**src/rtl/awf_pkg.sv**
```systemverilog
// ----------------------------------------------------------------------------
// awf_pkg
// Shared types and constants for the ARINC 429 word filter with batch
// acknowledge: status codes, register map, reset values, acknowledge word.
// ----------------------------------------------------------------------------
`default_nettype none

package awf_pkg;

    // Result status codes
    localparam logic [2:0] ST_NONE       = 3'd0;
    localparam logic [2:0] ST_ACCEPTED   = 3'd1;
    localparam logic [2:0] ST_FILTERED   = 3'd2;
    localparam logic [2:0] ST_PARITY     = 3'd3;
    localparam logic [2:0] ST_OVERFLOW   = 3'd4;
    localparam logic [2:0] ST_ZERO       = 3'd5;
    localparam logic [2:0] ST_ACK        = 3'd6;
    localparam logic [2:0] ST_INCOMPLETE = 3'd7;

    // Input op codes
    localparam logic OP_WORD = 1'b0;
    localparam logic OP_TICK = 1'b1;

    // Register map, index = paddr[4:2]
    localparam logic [2:0] REG_STREAM_MODE   = 3'd0;
    localparam logic [2:0] REG_FILTER_ENABLE = 3'd1;
    localparam logic [2:0] REG_FILTER_0      = 3'd2;
    localparam logic [2:0] REG_FILTER_1      = 3'd3;
    localparam logic [2:0] REG_FILTER_2      = 3'd4;
    localparam logic [2:0] REG_EXPECTED      = 3'd5;
    localparam logic [2:0] REG_IDLE_FLUSH    = 3'd6;

    // Register reset values
    localparam logic [9:0]  RST_FILTER_0   = 10'h0A5;
    localparam logic [9:0]  RST_FILTER_1   = 10'h1B1;
    localparam logic [9:0]  RST_FILTER_2   = 10'h2C2;
    localparam logic [10:0] RST_EXPECTED   = 11'd1000;
    localparam logic [15:0] RST_IDLE_FLUSH = 16'd8000;

    // Acknowledge word fields
    localparam logic [7:0] ACK_LBL = 8'hAC;
    localparam logic [1:0] ACK_SDI = 2'd3;
    localparam logic [1:0] ACK_SSM = 2'd3;

    localparam logic [10:0] PERR_MAX = 11'h7FF;
    localparam logic [15:0] IDLE_MAX = 16'hFFFF;

    typedef struct packed {
        logic        stream_mode;
        logic        filter_enable;
        logic [9:0]  filter_entry_0;
        logic [9:0]  filter_entry_1;
        logic [9:0]  filter_entry_2;
        logic [10:0] expected_words;
        logic [15:0] idle_flush_ticks;
    } cfg_t;

    typedef struct packed {
        logic zero;
        logic parity_bad;
        logic listed;
    } cls_t;

    // Acknowledge word with odd parity in bit 31
    function automatic logic [31:0] make_ack(input logic [18:0] num);
        logic [30:0] body;
        body = {ACK_SSM, num, ACK_SDI, ACK_LBL};
        return {~(^body), body};
    endfunction

endpackage

`default_nettype wire

```
**src/rtl/arinc429_word_filter_batch_ack.sv**
```systemverilog
// ----------------------------------------------------------------------------
// arinc429_word_filter_batch_ack
// ARINC 429 receive word filter with label/SDI whitelist, running totals
// and batch acknowledge.
//
// Input channel (in_valid / in_stall): op = 0 carries a received word in
// rx_word, op = 1 marks one microsecond tick. Every input transaction gives
// exactly one output transaction (out_valid / out_stall) with status, word
// fields, acknowledge word, batch number, batch fill and running totals.
// Configuration registers sit on the APB port at 4*index; write only while
// no transaction is in flight. pready is tied high.
// A taken item waits in the input register; the state update between the
// two registers then loads the result register, which presents it. The block
// takes one transaction per cycle while the result register is free to load.
// A stalled result holds; the input register still takes one more item and
// in_stall rises only when both registers are full and out_stall is high.
// Reset clears all totals and batch state and loads register defaults.
// ----------------------------------------------------------------------------
`default_nettype none

module arinc429_word_filter_batch_ack
    import awf_pkg::*;
#(
    parameter int unsigned BATCH_CAPACITY = 1024
)
(
    input  wire logic        clk,
    input  wire logic        rst_n,
    input  wire logic        psel,
    input  wire logic        penable,
    input  wire logic        pwrite,
    input  wire logic [4:0]  paddr,
    input  wire logic [31:0] pwdata,
    output logic [31:0]      prdata,
    output logic             pready,
    input  wire logic        in_valid,
    output logic             in_stall,
    input  wire logic        op,
    input  wire logic [31:0] rx_word,
    output logic             out_valid,
    input  wire logic        out_stall,
    output logic [2:0]       status,
    output logic [7:0]       label,
    output logic [1:0]       sdi,
    output logic [18:0]      data,
    output logic [1:0]       ssm,
    output logic [31:0]      ack_tx,
    output logic [31:0]      batch_seq,
    output logic [10:0]      batch_words,
    output logic [31:0]      accepted_count,
    output logic [31:0]      filtered_count,
    output logic [31:0]      parity_error_count,
    output logic [31:0]      overflow_count
);

    cfg_t        cfg_reg;
    logic        cfg_write;
    logic [2:0]  reg_index;

    logic        stage_valid_reg;
    logic        stage_op_reg;
    logic [31:0] stage_word_reg;
    logic        out_valid_reg;
    logic        out_free;
    logic        advance;
    logic        in_take;
    cls_t        cls;

    // ------------------------------------------------------------------
    // Configuration port
    // ------------------------------------------------------------------
    assign pready    = 1'b1;
    assign reg_index = paddr[4:2];
    assign cfg_write = psel && penable && pwrite && pready;

    always_ff @(posedge clk or negedge rst_n)
    begin
        if (!rst_n)
        begin
            cfg_reg.stream_mode      <= 1'b0;
            cfg_reg.filter_enable    <= 1'b1;
            cfg_reg.filter_entry_0   <= RST_FILTER_0;
            cfg_reg.filter_entry_1   <= RST_FILTER_1;
            cfg_reg.filter_entry_2   <= RST_FILTER_2;
            cfg_reg.expected_words   <= RST_EXPECTED;
            cfg_reg.idle_flush_ticks <= RST_IDLE_FLUSH;
        end
        else if (cfg_write)
        begin
            case (reg_index)
                REG_STREAM_MODE:   cfg_reg.stream_mode      <= pwdata[0];
                REG_FILTER_ENABLE: cfg_reg.filter_enable    <= pwdata[0];
                REG_FILTER_0:      cfg_reg.filter_entry_0   <= pwdata[9:0];
                REG_FILTER_1:      cfg_reg.filter_entry_1   <= pwdata[9:0];
                REG_FILTER_2:      cfg_reg.filter_entry_2   <= pwdata[9:0];
                REG_EXPECTED:      cfg_reg.expected_words   <= pwdata[10:0];
                REG_IDLE_FLUSH:    cfg_reg.idle_flush_ticks <= pwdata[15:0];
                default:           cfg_reg                  <= cfg_reg;
            endcase
        end
    end

    always_comb
    begin
        case (reg_index)
            REG_STREAM_MODE:   prdata = {31'd0, cfg_reg.stream_mode};
            REG_FILTER_ENABLE: prdata = {31'd0, cfg_reg.filter_enable};
            REG_FILTER_0:      prdata = {22'd0, cfg_reg.filter_entry_0};
            REG_FILTER_1:      prdata = {22'd0, cfg_reg.filter_entry_1};
            REG_FILTER_2:      prdata = {22'd0, cfg_reg.filter_entry_2};
            REG_EXPECTED:      prdata = {21'd0, cfg_reg.expected_words};
            REG_IDLE_FLUSH:    prdata = {16'd0, cfg_reg.idle_flush_ticks};
            default:           prdata = 32'd0;
        endcase
    end

    // ------------------------------------------------------------------
    // Input register and handshake
    // ------------------------------------------------------------------
    assign out_free = !out_valid_reg || !out_stall;
    assign advance  = stage_valid_reg && out_free;
    assign in_stall = stage_valid_reg && !out_free;
    assign in_take  = in_valid && !in_stall;

    always_ff @(posedge clk or negedge rst_n)
    begin
        if (!rst_n)
        begin
            stage_valid_reg <= 1'b0;
            out_valid_reg   <= 1'b0;
        end
        else
        begin
            if (in_take)
                stage_valid_reg <= 1'b1;
            else if (advance)
                stage_valid_reg <= 1'b0;

            if (advance)
                out_valid_reg <= 1'b1;
            else if (!out_stall)
                out_valid_reg <= 1'b0;
        end
    end

    always_ff @(posedge clk)
    begin
        if (in_take)
        begin
            stage_op_reg   <= op;
            stage_word_reg <= rx_word;
        end
    end

    assign out_valid = out_valid_reg;

    // ------------------------------------------------------------------
    // Classification and batch state
    // ------------------------------------------------------------------
    awf_classify u_classify
    (
        .word (stage_word_reg),
        .cfg  (cfg_reg),
        .cls  (cls)
    );

    awf_batch #(
        .BATCH_CAPACITY (BATCH_CAPACITY)
    ) u_batch
    (
        .clk                (clk),
        .rst_n              (rst_n),
        .advance            (advance),
        .op                 (stage_op_reg),
        .word               (stage_word_reg),
        .cls                (cls),
        .cfg                (cfg_reg),
        .status             (status),
        .label              (label),
        .sdi                (sdi),
        .data               (data),
        .ssm                (ssm),
        .ack_tx             (ack_tx),
        .batch_seq          (batch_seq),
        .batch_words        (batch_words),
        .accepted_count     (accepted_count),
        .filtered_count     (filtered_count),
        .parity_error_count (parity_error_count),
        .overflow_count     (overflow_count)
    );

    // ------------------------------------------------------------------
    // Assertions
    // ------------------------------------------------------------------
    // input side only backs up when both registers hold a transaction
    a_stall_full: assert property (@(posedge clk) disable iff (!rst_n)
        in_stall |-> (stage_valid_reg && out_valid && out_stall))
        else $error("in_stall raised with a free register");

    // an acknowledge result carries a well-formed odd-parity word
    a_ack_form: assert property (@(posedge clk) disable iff (!rst_n)
        (out_valid && status == ST_ACK) |->
            (ack_tx[7:0] == ACK_LBL && ack_tx[9:8] == ACK_SDI &&
             ack_tx[30:29] == ACK_SSM && (^ack_tx) == 1'b1 &&
             label == ACK_LBL && data == batch_seq[18:0]))
        else $error("malformed acknowledge word");

    // acknowledge word is zero for every other status
    a_ack_zero: assert property (@(posedge clk) disable iff (!rst_n)
        (out_valid && status != ST_ACK) |-> (ack_tx == 32'd0))
        else $error("acknowledge word set without acknowledge status");

endmodule

`default_nettype wire

```
**src/rtl/awf_classify.sv**
```systemverilog
// ----------------------------------------------------------------------------
// awf_classify
// Zero detect, odd parity check and label/SDI whitelist match of one word.
// ----------------------------------------------------------------------------
`default_nettype none

module awf_classify
    import awf_pkg::*;
(
    input  wire logic [31:0] word,
    input  wire cfg_t        cfg,
    output cls_t             cls
);

    logic [9:0] key;

    assign key = word[9:0];

    always_comb
    begin
        cls.zero       = (word == 32'd0);
        cls.parity_bad = ~(^word);
        cls.listed     = ~cfg.filter_enable
                       || (key == cfg.filter_entry_0)
                       || (key == cfg.filter_entry_1)
                       || (key == cfg.filter_entry_2);
    end

endmodule

`default_nettype wire

```
**src/rtl/awf_batch.sv**
```systemverilog
// ----------------------------------------------------------------------------
// awf_batch
// Batch state, running totals and result register. On each advance the
// item in the input register updates the state and loads the result.
// ----------------------------------------------------------------------------
`default_nettype none

module awf_batch
    import awf_pkg::*;
#(
    parameter int unsigned BATCH_CAPACITY = 1024
)
(
    input  wire logic        clk,
    input  wire logic        rst_n,
    input  wire logic        advance,
    input  wire logic        op,
    input  wire logic [31:0] word,
    input  wire cls_t        cls,
    input  wire cfg_t        cfg,
    output logic [2:0]       status,
    output logic [7:0]       label,
    output logic [1:0]       sdi,
    output logic [18:0]      data,
    output logic [1:0]       ssm,
    output logic [31:0]      ack_tx,
    output logic [31:0]      batch_seq,
    output logic [10:0]      batch_words,
    output logic [31:0]      accepted_count,
    output logic [31:0]      filtered_count,
    output logic [31:0]      parity_error_count,
    output logic [31:0]      overflow_count
);

    localparam int unsigned FW = $clog2(BATCH_CAPACITY + 1);
    localparam int unsigned CW = (FW > 11) ? FW : 11;

    logic [FW-1:0] fill_reg, fill_next;
    logic [10:0]   perr_reg, perr_next;
    logic [15:0]   idle_reg, idle_next;
    logic          capture_reg, capture_next;
    logic [31:0]   batches_reg, batches_next;
    logic [31:0]   acc_reg, acc_next;
    logic [31:0]   filt_reg, filt_next;
    logic [31:0]   par_reg, par_next;
    logic [31:0]   ovf_reg, ovf_next;

    logic [2:0]    status_reg, status_next;
    logic [31:0]   fw_reg, fw_next;
    logic [31:0]   ack_reg, ack_next;
    logic [10:0]   bw_reg, bw_next;

    logic [15:0]   idle_inc;
    logic [2:0]    cls_status;
    logic          do_class;
    logic          closed;
    logic [FW-1:0] bw_fill;
    logic [CW-1:0] bw_ext;

    always_comb
    begin
        if (cls.parity_bad)
            cls_status = ST_PARITY;
        else if (!cls.listed)
            cls_status = ST_FILTERED;
        else
            cls_status = ST_ACCEPTED;
    end

    assign idle_inc = (idle_reg == IDLE_MAX) ? idle_reg : idle_reg + 16'd1;

    always_comb
    begin
        fill_next    = fill_reg;
        perr_next    = perr_reg;
        idle_next    = idle_reg;
        capture_next = capture_reg;
        batches_next = batches_reg;
        acc_next     = acc_reg;
        filt_next    = filt_reg;
        par_next     = par_reg;
        ovf_next     = ovf_reg;
        status_next  = ST_NONE;
        fw_next      = 32'd0;
        ack_next     = 32'd0;
        do_class     = 1'b0;
        closed       = 1'b0;

        if (op == OP_WORD)
        begin
            fw_next = word;
            if (cls.zero)
            begin
                status_next = ST_ZERO;
            end
            else if (cfg.stream_mode)
            begin
                do_class = 1'b1;
            end
            else
            begin
                capture_next = 1'b1;
                idle_next    = 16'd0;
                if (fill_reg < FW'(BATCH_CAPACITY))
                begin
                    fill_next = fill_reg + FW'(1);
                    do_class  = 1'b1;
                    if (cls.parity_bad && perr_reg != PERR_MAX)
                        perr_next = perr_reg + 11'd1;
                end
                else
                begin
                    ovf_next    = ovf_reg + 32'd1;
                    status_next = ST_OVERFLOW;
                end
            end
        end
        else if (!cfg.stream_mode && capture_reg && fill_reg != '0)
        begin
            idle_next = idle_inc;
            if (idle_inc >= cfg.idle_flush_ticks)
            begin
                closed       = 1'b1;
                batches_next = batches_reg + 32'd1;
                if (CW'(fill_reg) >= CW'(cfg.expected_words) && perr_reg == 11'd0)
                begin
                    ack_next    = make_ack(batches_next[18:0]);
                    fw_next     = ack_next;
                    status_next = ST_ACK;
                end
                else
                begin
                    status_next = ST_INCOMPLETE;
                end
            end
        end

        if (do_class)
        begin
            status_next = cls_status;
            case (cls_status)
                ST_PARITY:   par_next  = par_reg + 32'd1;
                ST_FILTERED: filt_next = filt_reg + 32'd1;
                ST_ACCEPTED: acc_next  = acc_reg + 32'd1;
                default:     acc_next  = acc_reg;
            endcase
        end

        // report the fill at close, then empty the batch
        bw_fill = closed ? fill_reg : fill_next;
        if (closed)
        begin
            fill_next    = '0;
            perr_next    = 11'd0;
            idle_next    = 16'd0;
            capture_next = 1'b0;
        end
    end

    assign bw_ext  = CW'(bw_fill);
    assign bw_next = bw_ext[10:0];

    always_ff @(posedge clk or negedge rst_n)
    begin
        if (!rst_n)
        begin
            fill_reg    <= '0;
            perr_reg    <= 11'd0;
            idle_reg    <= 16'd0;
            capture_reg <= 1'b0;
            batches_reg <= 32'd0;
            acc_reg     <= 32'd0;
            filt_reg    <= 32'd0;
            par_reg     <= 32'd0;
            ovf_reg     <= 32'd0;
        end
        else if (advance)
        begin
            fill_reg    <= fill_next;
            perr_reg    <= perr_next;
            idle_reg    <= idle_next;
            capture_reg <= capture_next;
            batches_reg <= batches_next;
            acc_reg     <= acc_next;
            filt_reg    <= filt_next;
            par_reg     <= par_next;
            ovf_reg     <= ovf_next;
        end
    end

    always_ff @(posedge clk)
    begin
        if (advance)
        begin
            status_reg <= status_next;
            fw_reg     <= fw_next;
            ack_reg    <= ack_next;
            bw_reg     <= bw_next;
        end
    end

    // Totals only move on advance, so they always match the held result
    assign status             = status_reg;
    assign label              = fw_reg[7:0];
    assign sdi                = fw_reg[9:8];
    assign data               = fw_reg[28:10];
    assign ssm                = fw_reg[30:29];
    assign ack_tx             = ack_reg;
    assign batch_seq          = batches_reg;
    assign batch_words        = bw_reg;
    assign accepted_count     = acc_reg;
    assign filtered_count     = filt_reg;
    assign parity_error_count = par_reg;
    assign overflow_count     = ovf_reg;

endmodule

`default_nettype wire

```
**config.mk**
```make
export PLATFORM = sky130hd
export DESIGN_NAME = arinc429_word_filter_batch_ack
export DESIGN_NICKNAME = d
export VERILOG_FILES = /design/src/rtl/awf_pkg.sv /design/src/rtl/arinc429_word_filter_batch_ack.sv /design/src/rtl/awf_classify.sv /design/src/rtl/awf_batch.sv
export SDC_FILE = /design/constraint.sdc
export NUM_CORES = 1
export LEC_CHECK = 0
export BUFFER_PORTS_ARGS = -buffer_cell sky130_fd_sc_hd__clkbuf_2
export CORE_MARGIN = 2
export CORE_UTILIZATION = 37
export CTS_BUF_LIST = sky130_fd_sc_hd__clkbuf_8 sky130_fd_sc_hd__clkbuf_16
export DETAILED_ROUTE_END_ITERATION = 16
export SLEW_MARGIN = 25
export SYNTH_ARGS = -nofsm -noshare
export SYNTH_HDL_FRONTEND = slang
export SYNTH_SLANG_ARGS = --single-unit
```
**constraint.sdc**
```tcl
create_clock -name clk -period 5 [get_ports clk]
set_input_delay 1 -clock clk [delete_from_list [all_inputs] [get_ports clk]]
set_output_delay 1 -clock clk [all_outputs]
set_load 0.1 [all_outputs]
```
==> results of run 1 <==
## cells in the final DEF (no fill, tap or decap), types with 48 or more instances in the layout
cell type  instances
nand2_1          129
and3_1            48
inv_1             99
o21ai_0           61
nor3_1            48
ha_1              53
edfxtp_1          99
nor2_1            74
xor2_1            83
clkbuf_2         308
xnor2_1          156
nand4_1           53
dfrtp_1          234
nand3_1           89
## metrics by stage
step           util (%)  power [W]
3_3_place_gp      41.29   0.005855
2_1_floorplan         -   0.005334
6_report          44.24   0.008974
4_1_cts           44.18   0.009071
3_5_place_dp      41.29   0.005901
5_1_grt           44.24   0.009369
## report_power, final
group          switching (W)  internal [W]
combinational        0.00168      0.000573
clock                0.00125       0.00187
sequential          0.000252       0.00334
## cell type report
class / count / area (um2)
clock inverters: 28 / 235.2
fillers: 4636 / 27130
clock buffers: 49 / 1170
well taps: 622 / 778.2
inverters: 93 / 349.1
flip-flops and latches: 359 / 9512
multi-input cells: 1124 / 7766
repair buffers: 325 / 1709
## worst paths after layout
| path | cells past startpoint | slack [ns] | from | to |
|---|---|---|---|---|
| setup / recovery | 14 | 0.54 | u_batch.idle_reg[4] | u_batch.idle_reg[3] |
| hold / removal | 1 | 0.41 | rst_n | u_batch.accepted_count[23] |
| setup reg to reg | 14 | 0.54 | u_batch.idle_reg[4] | u_batch.idle_reg[3] |
| hold reg to reg | 1 | 0.47 | u_batch.overflow_count[31] | u_batch.overflow_count[31] |
| max in group asynchronous | 2 | 3.24 | rst_n | u_batch.batch_seq[19] |
| min in group clk | 1 | 0.47 | u_batch.overflow_count[31] | u_batch.overflow_count[31] |
## routing by layer
| layer | vias up | global-route usage [%] | part of all wire, % |
|---|---|---|---|
| li1 | 6367 | - | - |
| met1 | 6662 | 27.04 | 46 |
| met2 | 415 | 29.53 | 45 |
| met3 | 74 | 4.146 | 6.4 |
| met4 | 2 | 5.554 | 2.3 |
| met5 | - | 0 | 0.026 |
## cell families (layout without fill, tap and decap cells)
group,after synthesis,in the layout,synth area share [%]
multiplexers,54,54,3.263
other,2,21,0.04150
buffers and inverters,195,495,4.985
flip-flops,359,359,52.56
XOR/XNOR,242,242,11.94
AND/OR/NAND/NOR,550,550,16.03
adder cells (fa/ha/maj),53,53,3.664
AO/OA/AOI/OAI,204,204,7.515
## worst reg2reg max path, cell delays in order (launching register included)
cell	delay [ns]
dfrtp_1	0.45
and4_1	0.29
nand3_1	0.17
nor4_1	0.63
nor2_1	0.30
nand4_1	0.20
nand2_1	0.08
ha_1	0.29
a21o_1	0.18
a211o_1	0.28
a31oi_1	0.14
o22a_1	0.29
a21bo_2	0.44
nand3_1	0.34
o22ai_1	0.28
==> flow_metrics.py, run 1 <==
metrics = {
    "status": {
        "outcome": "finished, final reports clean",
    },
    "pwr": {
        "power_leakage_nw": 10.10,
        "ir_drop_uv": 258.1,
        "powerDensity_nw_per_um2": 417.0,
    },
    "cts": {
        "clock_path_buffers": 3,
        "cts_tree": "done",
        "cts_sinks": 359,
        "clkLatencyLatePin_ns": 0.57,
        "cts_hold_buf": 0,
        "clkTransAtPathRegs_ns": 0.06,
        "cts_resized": 0,
        "htree_levels": 2,
        "cts-buffers-inserted": 42,
        "cts_setup_buffers": 0,
        "cts_root_buf": "clkbuf_16",
    },
    "route": {
        "routed_via_density": 5.200,
        "drt_first_iter_violations": 947,
        "dr.pass1.iters": 5,
        "drt_wl_total_um": 49140,
        "drc": 0,
        "vias": 13520,
        "final_antenna_net_count": 0,
        "wire_per_inst_um": 18.90,
    },
    "global_route": {
        "grt_max_degree": 134,
        "antenna_found_initial": 1,
        "gr-usage-all-layers_pct": 19.14,
        "grt_pass1_wl_um": 75920,
        "grt_pass1_vias": 13050,
        "gr-total-overflow": 0,
    },
    "worst_setup_path": {
        "crit_family": "simple AND/OR/NAND/NOR gates",
        "arrival_ns": 4.94,
        "cp_max_fo": 18,
        "worstPathRequired_ns": 5.48,
        "critPathMaxStageDelay_ns": 0.63,
        "crit_chain": "and4_1 -> nand3_1 -> nor4_1 -> nor2_1 -> nand4_1 -> nand2_1 -> ha_1 -> a21o_1 -> a211o_1 -> a31oi_1 -> o22a_1 -> a21bo_2 -> nand3_1 -> o22ai_1",
        "endpoint_kind": "flip-flop",
        "worstSetupPathType": "flip-flop to flip-flop",
        "worst_path_most_repeated_cell": "nand3_1",
        "slowest_stage": "nor4_1",
        "cp-start-kind": "flip-flop",
        "crit_buf_inv": 0,
    },
    "floorplan": {
        "core_area_um2": 48650,
        "io_pins": 349,
        "row_count": 81,
        "die_w_um": 225.2,
        "dieArea_um2": 50700,
        "initial_core_util_pct": 37.20,
        "die_h_um": 225.2,
    },
    "timing": {
        "fin_ws_ns": 0.5403,
        "finalCritPeriodShare_pct": 89.19,
        "rsz0062_at_grt": "no",
        "report.final.hold_viol_count": 0,
        "timing.final.max_slew_violations": 0,
        "fin_crit_ns": 4.460,
        "relSlewSlack_pct": 30.75,
        "timing.fmax_mhz": 224.2,
        "holdWs_ns": 0.4114,
        "setup_viol": 0,
        "setup-tns-final_ns": 0,
        "max_slew.worst_pin.slew_ns": 1.035,
        "fin_skew_ns": 0.02526,
    },
    "logic_synthesis": {
        "synthCells": 1659,
        "synth_largest_area_cell": "dfrtp_1",
        "synth_seq_cells": 359,
        "synth_ff_type": "dfrtp_1",
        "synth_commonest_cells": "dfrtp_1, xnor2_1, nand2_1",
        "synth_top_area_share_pct": 32.36,
        "ys_warn_count": 0,
        "synth.avg_cell_area_um2": 10.91,
        "synth_edf_count": 99,
        "synth.distinct_cells": 67,
        "syn_area_um2": 18100,
        "synth_area_leaders": "dfrtp_1, edfxtp_1, xnor2_1, xor2_1, dfstp_2",
        "synth_most_common_cell": "dfrtp_1",
        "async_flop_share_pct": 72.42,
        "yosysSeqAreaShare_pct": 52.56,
    },
    "final_layout": {
        "layout-drive-gt1-share_pct": 24.01,
        "antennaDiodeCount": 0,
        "fin_cells": 2600,
        "largest_register_ff_count": 59,
        "fin_area_um2": 21520,
        "areaGrowthSynthToFinish_pct": 18.91,
        "fin_nets": 2075,
    },
    "place": {
        "dpl_cell_area_um2": 20090,
        "io_buffer_count": 309,
        "dpl.cell_count": 2522,
        "gp_congestion": 0.8337,
        "place_ws_ns": 0.6447,
        "dpl.hpwl_um": 35290,
    },
    "run": {
        "maxCapViolCount": 0,
    },
    "min_path": {
        "worst_hold_path_type": "input port to asynchronous set/reset pin",
    },
}
Power figures use the tool's default switching activity.
==> run 2, diff against run 1 <==
RECOVER_POWER = 25   (was not set)
TNS_END_PERCENT = 30   (was not set)
==> run 2 against run 1 <==
The flow now finishes with violations (capacitance limit, slew limit); clock skew hardly changed; first-iteration DRC count grew 4.8%; global-route usage unchanged; combinational power about the same; clock-buffer cell count is the same; cell count is the same; sequential cell count is the same; critical path depth unchanged; non-clock buffer count unchanged; power about the same.
==> flow_metrics.py, run 2 (synthesis gave the netlist of run 1 again) <==
metrics = {
    "floorplan": {
        "core_area_um2": 48650,
        "die_h_um": 225.2,
        "dieArea_um2": 50700,
        "io_pins": 349,
        "row_count": 81,
        "die_w_um": 225.2,
        "initial_core_util_pct": 37.20,
    },
    "timing": {
        "finalCritPeriodShare_pct": 89.21,
        "fin_crit_ns": 4.460,
        "timing.final.max_slew_violations": 130,
        "setup-tns-final_ns": 0,
        "holdWs_ns": 0.4694,
        "relSlewSlack_pct": -64.65,
        "setup_viol": 0,
        "report.final.hold_viol_count": 0,
        "fin_skew_ns": 0.02480,
        "timing.fmax_mhz": 224.2,
        "rsz0062_at_grt": "no",
        "max_slew.worst_pin.slew_ns": 2.470,
    },
    "min_path": {
        "worstHoldStart": "u_batch.overflow_count[31]",
        "worst_hold_path_type": "flip-flop to flip-flop",
        "hold_depth": 1,
    },
    "cts": {
        "cts_resized": 0,
        "cts_hold_buf": 0,
        "cts-buffers-inserted": 42,
        "cts_tree": "done",
        "cts_sinks": 359,
        "clock_path_buffers": 3,
        "cts_setup_buffers": 0,
        "cts_root_buf": "clkbuf_16",
        "htree_levels": 2,
        "clkTransAtPathRegs_ns": 0.06,
        "clkLatencyLatePin_ns": 0.57,
    },
    "route": {
        "drc": 0,
        "drt_wl_total_um": 49080,
        "routed_via_density": 5.193,
        "final_antenna_net_count": 0,
        "dr.pass1.iters": 5,
        "wire_per_inst_um": 18.88,
        "vias": 13500,
        "drt_first_iter_violations": 992,
    },
    "worst_setup_path": {
        "worstSetupPathType": "flip-flop to flip-flop",
        "arrival_ns": 4.94,
        "endpoint_kind": "flip-flop",
        "r2r_slack_ns": 0.54,
        "worstReg2RegStart": "u_batch.idle_reg[4]",
        "cp-start-kind": "flip-flop",
        "crit_start": "u_batch.idle_reg[4]",
        "r2r_cells": 14,
        "cp_max_fo": 18,
        "worstPathRequired_ns": 5.48,
    },
    "global_route": {
        "gr-total-overflow": 0,
        "grt_max_degree": 134,
        "gr-usage-all-layers_pct": 19.14,
        "use_met2_pct": 29.53,
        "antenna_found_initial": 1,
        "grt_pass1_vias": 13050,
        "grt_pass1_wl_um": 75920,
        "grt.met3_usage_pct": 4.146,
        "top_usage_layer": "met2",
        "grt_use_met1_pct": 27.04,
    },
    "status": {
        "violations": "capacitance limit, slew limit",
        "outcome": "finished with violations",
    },
    "final_layout": {
        "largest_register_ff_count": 59,
        "final_common_cell": "clkbuf_2",
        "antennaDiodeCount": 0,
        "fin_nets": 2075,
        "layout-drive-gt1-share_pct": 23.51,
        "layout_common_cells": "clkbuf_2, dfrtp_1, xnor2_1, nand2_1",
        "areaGrowthSynthToFinish_pct": 18.74,
    },
    "place": {
        "gp_congestion": 0.8337,
        "io_buffer_count": 309,
        "dpl.hpwl_um": 35290,
    },
    "run": {
        "maxCapViolCount": 2,
    },
    "pwr": {
        "powerDensity_nw_per_um2": 417.5,
        "power_w": 0.008972,
        "power_leakage_nw": 10.07,
        "ir_drop_uv": 257.9,
    },
}
[run 2: layout make-up]
cell class,instances,area (um2)
Clock buffer,49,1170
Inverter,93,349.1
Sequential cell,359,9512
Multi-Input combinational cell,1124,7761
Fill cell,4644,27160
Tap cell,622,778.2
Clock inverter,28,235.2
Timing Repair Buffer,325,1683
[run 2: path summary, 6_finish.rpt]
check	end
max	u_batch.idle_reg[3]
min	u_batch.overflow_count[31]
max reg2reg	u_batch.idle_reg[3]
min reg2reg	u_batch.overflow_count[31]
max in group asynchronous	cfg_reg[5]
min in group asynchronous	u_batch.accepted_count[23]
[run 2: power by group]
| group | internal [W] | total [W] | switching [W] |
|---|---|---|---|
| combinational | 0.000571 | 0.00225 | 0.00168 |
| clock | 0.00187 | 0.00312 | 0.00125 |
| sequential | 0.00334 | 0.00360 | 0.000252 |
| total | 0.00579 | 0.00897 | 0.00318 |
[run 2: routing by layer]
metal / wire (um) / up-vias / part of all wire [%]
met1: 22810 / 6684 / 46
li1: - / 6367 / -
met3: 2889 / 73 / 5.9
met4: 1121 / 2 / 2.3
met2: 22240 / 375 / 45
met5: 13 / - / 0.026
[run 2: critical path, cell delays in order, from the launching register on]
cell and delay [ns]:
dfrtp_1 0.45, and4_1 0.28, nand3_1 0.17, nor4_1 0.62, nor2_1 0.30, nand4_1 0.20
nand2_1 0.09, ha_1 0.29, a21o_1 0.18, a211o_1 0.28, a31oi_1 0.14, o22a_1 0.29
a21bo_2 0.44, nand3_1 0.35, o22ai_1 0.28
[run 2: metrics by stage]
step                cell area (um2)  worst slack (ns)  utilization [%]  instances
floorplan                     18170          0.007868                -       1678
global placement              20090            0.7152            41.29       2522
detailed placement            20090            0.6447            41.29       2522
CTS                           21490            0.5932            44.18       2599
global route                  21490            0.2192            44.17       2600
finish                        21490            0.5395            44.17       2600
==> run 3, diff against run 2 <==
MAX_ROUTING_LAYER = met4   (was not set)
REMOVE_ABC_BUFFERS = 1   (was not set)
==> run 3 against run 2 <==
The run still ends with capacitance limit, slew limit left; critical path depth is 1 higher; clock power up 7.1%; fmax shrank 1.2%; sequential power is essentially flat; first-iteration DRC count increased by 6.6%; global-route usage increased by 0.68 points; cell count grew 0.46%; sequential share of layout area decreased by 0.31 points; critical path type unchanged; critical endpoint is now u_batch.fw_reg[3].
==> flow_metrics.py, run 3 (synthesis gave the netlist of run 1 again) <==
metrics = {
    "cts": {
        "cts_resized": 0,
        "cts_root_buf": "clkbuf_16",
        "clkLatencyLatePin_ns": 0.59,
        "htree_levels": 2,
        "cts-buffers-inserted": 44,
        "clock_path_buffers": 3,
        "cts_hold_buf": 0,
        "cts_tree": "done",
        "cts_setup_buffers": 0,
        "cts_sinks": 359,
        "clkTransAtPathRegs_ns": 0.06,
    },
    "floorplan": {
        "die_h_um": 225.2,
        "initial_core_util_pct": 37.20,
        "row_count": 81,
        "io_pins": 349,
        "die_w_um": 225.2,
        "dieArea_um2": 50700,
        "core_area_um2": 48650,
    },
    "final_layout": {
        "regArea_um2": 9512,
        "layout_common_cells": "clkbuf_2, dfrtp_1, xnor2_1, nand2_1, inv_1",
        "final_common_cell": "clkbuf_2",
        "largest_register_ff_count": 59,
        "areaGrowthSynthToFinish_pct": 19.57,
        "multiInputGateArea_um2": 7777,
        "fin_nets": 2079,
        "layout-drive-gt1-share_pct": 23.98,
        "postLayoutCoreUtil_pct": 44.48,
        "n_fill_cell": 4582,
        "fin_cells": 2612,
    },
    "global_route": {
        "grt_pass1_wl_um": 76370,
        "grt_max_degree": 116,
        "antenna_found_initial": 5,
        "gr-total-overflow": 0,
        "gr-usage-all-layers_pct": 19.82,
        "grt_pass1_vias": 13090,
    },
    "worst_setup_path": {
        "arrival_ns": 4.80,
        "worstPathRequired_ns": 5.29,
        "worstSetupPathType": "flip-flop to flip-flop",
        "cp-start-kind": "flip-flop",
        "cp_max_fo": 29,
        "endpoint_kind": "flip-flop",
    },
    "route": {
        "vias": 13560,
        "drt_wl_total_um": 49390,
        "final_antenna_net_count": 0,
        "drt_first_iter_violations": 1057,
        "routed_via_density": 5.193,
        "drc": 0,
        "wire_per_inst_um": 18.91,
        "dr.pass1.iters": 5,
    },
    "min_path": {
        "worst_hold_path_type": "flip-flop to flip-flop",
    },
    "place": {
        "dpl.hpwl_um": 35200,
        "gp_congestion": 0.8660,
        "io_buffer_count": 309,
        "dpl.cell_count": 2524,
    },
    "timing": {
        "finalCritPeriodShare_pct": 90.30,
        "timing.final.max_slew_violations": 50,
        "report.final.hold_viol_count": 0,
        "max_slew.worst_pin.slew_ns": 3.156,
        "relSlewSlack_pct": -110.4,
        "setup_viol": 0,
        "fin_skew_ns": 0.02619,
        "rsz0062_at_grt": "no",
        "fin_crit_ns": 4.515,
        "holdWs_ns": 0.4678,
        "timing.fmax_mhz": 221.5,
    },
    "pwr": {
        "seq_power_share_pct": 39.2,
        "clkPwrFrac_pct": 36.4,
        "p_sw_share_pct": 35.23,
        "powerDensity_nw_per_um2": 423.9,
        "internal_power_w": 0.005941,
        "power_switching_w": 0.003231,
        "ir_drop_uv": 275.7,
        "p_comb_share_pct": 24.4,
        "power_leakage_nw": 10.15,
    },
    "status": {
        "outcome": "finished with violations",
        "violations": "capacitance limit, slew limit",
    },
    "run": {
        "maxCapViolCount": 1,
    },
}
run 3: changes by cell type in the layout (fill, tap and decap cells not counted), moves of 2 or more:
cell and delta:
clkbuf_8 +2, diode_2 +5, clkinv_2 +2, bufinv_16 +2, buf_4 +3, clkinvlp_4 -2
run 3: worst paths after layout:
check / cells past startpoint / slack, ns / to / startpoint
hold reg to reg: 1 / 0.47 / u_batch.filtered_count[31] / u_batch.filtered_count[31]
min in group asynchronous: 1 / 1.45 / u_batch.filtered_count[24] / rst_n
max in group asynchronous: 2 / 0.83 / u_batch.batch_seq[16] / rst_n
hold / removal: 1 / 0.47 / u_batch.filtered_count[31] / u_batch.filtered_count[31]
setup / recovery: 15 / 0.49 / u_batch.fw_reg[3] / u_batch.idle_reg[4]
setup reg to reg: 15 / 0.49 / u_batch.fw_reg[3] / u_batch.idle_reg[4]
run 3: metrics by stage:
| step | setup WS (ns) | instance area (um2) | power, W | setup TNS [ns] |
|---|---|---|---|---|
| final | 0.4851 | 21640 | 0.009173 | 0 |
| after detailed placement | 0.5207 | 20110 | 0.005880 | 0 |
| after CTS | 0.5079 | 21630 | 0.009264 | 0 |
| after global placement | 0.5778 | 20110 | 0.005834 | 0 |
| after global routing | 0.09092 | 21640 | 0.009590 | 0 |
| after floorplan | -1.143 | 17620 | 0.005256 | -9.141 |
run 3: layout make-up:
class                   count  share of cell area, %
multi-input cells        1124                  35.94
flip-flops and latches    359                  43.95
diodes                      5                0.05782
inverters                  93                  1.619
clock inverters            31                  1.486
well taps                 622                  3.596
clock buffers              51                  5.533
repair buffers            327                  7.812
run 3: power by group through the flow:
stage	Sequential (W)	Clock [W]	Combinational, W
detailed placement	0.00364	0	0.00224
CTS	0.00360	0.00342	0.00224
floorplan	0.00424	0	0.00101
finish	0.00360	0.00334	0.00224
global route	0.00364	0.00355	0.00241
global placement	0.00363	0	0.00220
run 3: critical path, stage by stage (launching register included):
cell	delay, ns
dfrtp_1	0.45
and4_1	0.28
nand3_1	0.17
or4_1	0.73
and3_1	0.34
nand3_1	0.15
nand2_1	0.07
ha_1	0.28
a21o_1	0.18
a21o_1	0.17
a21oi_1	0.16
o22a_1	0.30
a21oi_2	0.19
o211ai_1	0.16
buf_4	0.37
o21ai_0	0.19
run 3: per-layer routing:
layer,global-route usage (%),wire length [um],share of wire (%)
met1,27.43,22640,46
met4,5.383,1200,2.4
met5,-,0,0
met2,29.16,22060,45
met3,4.602,3500,7.1
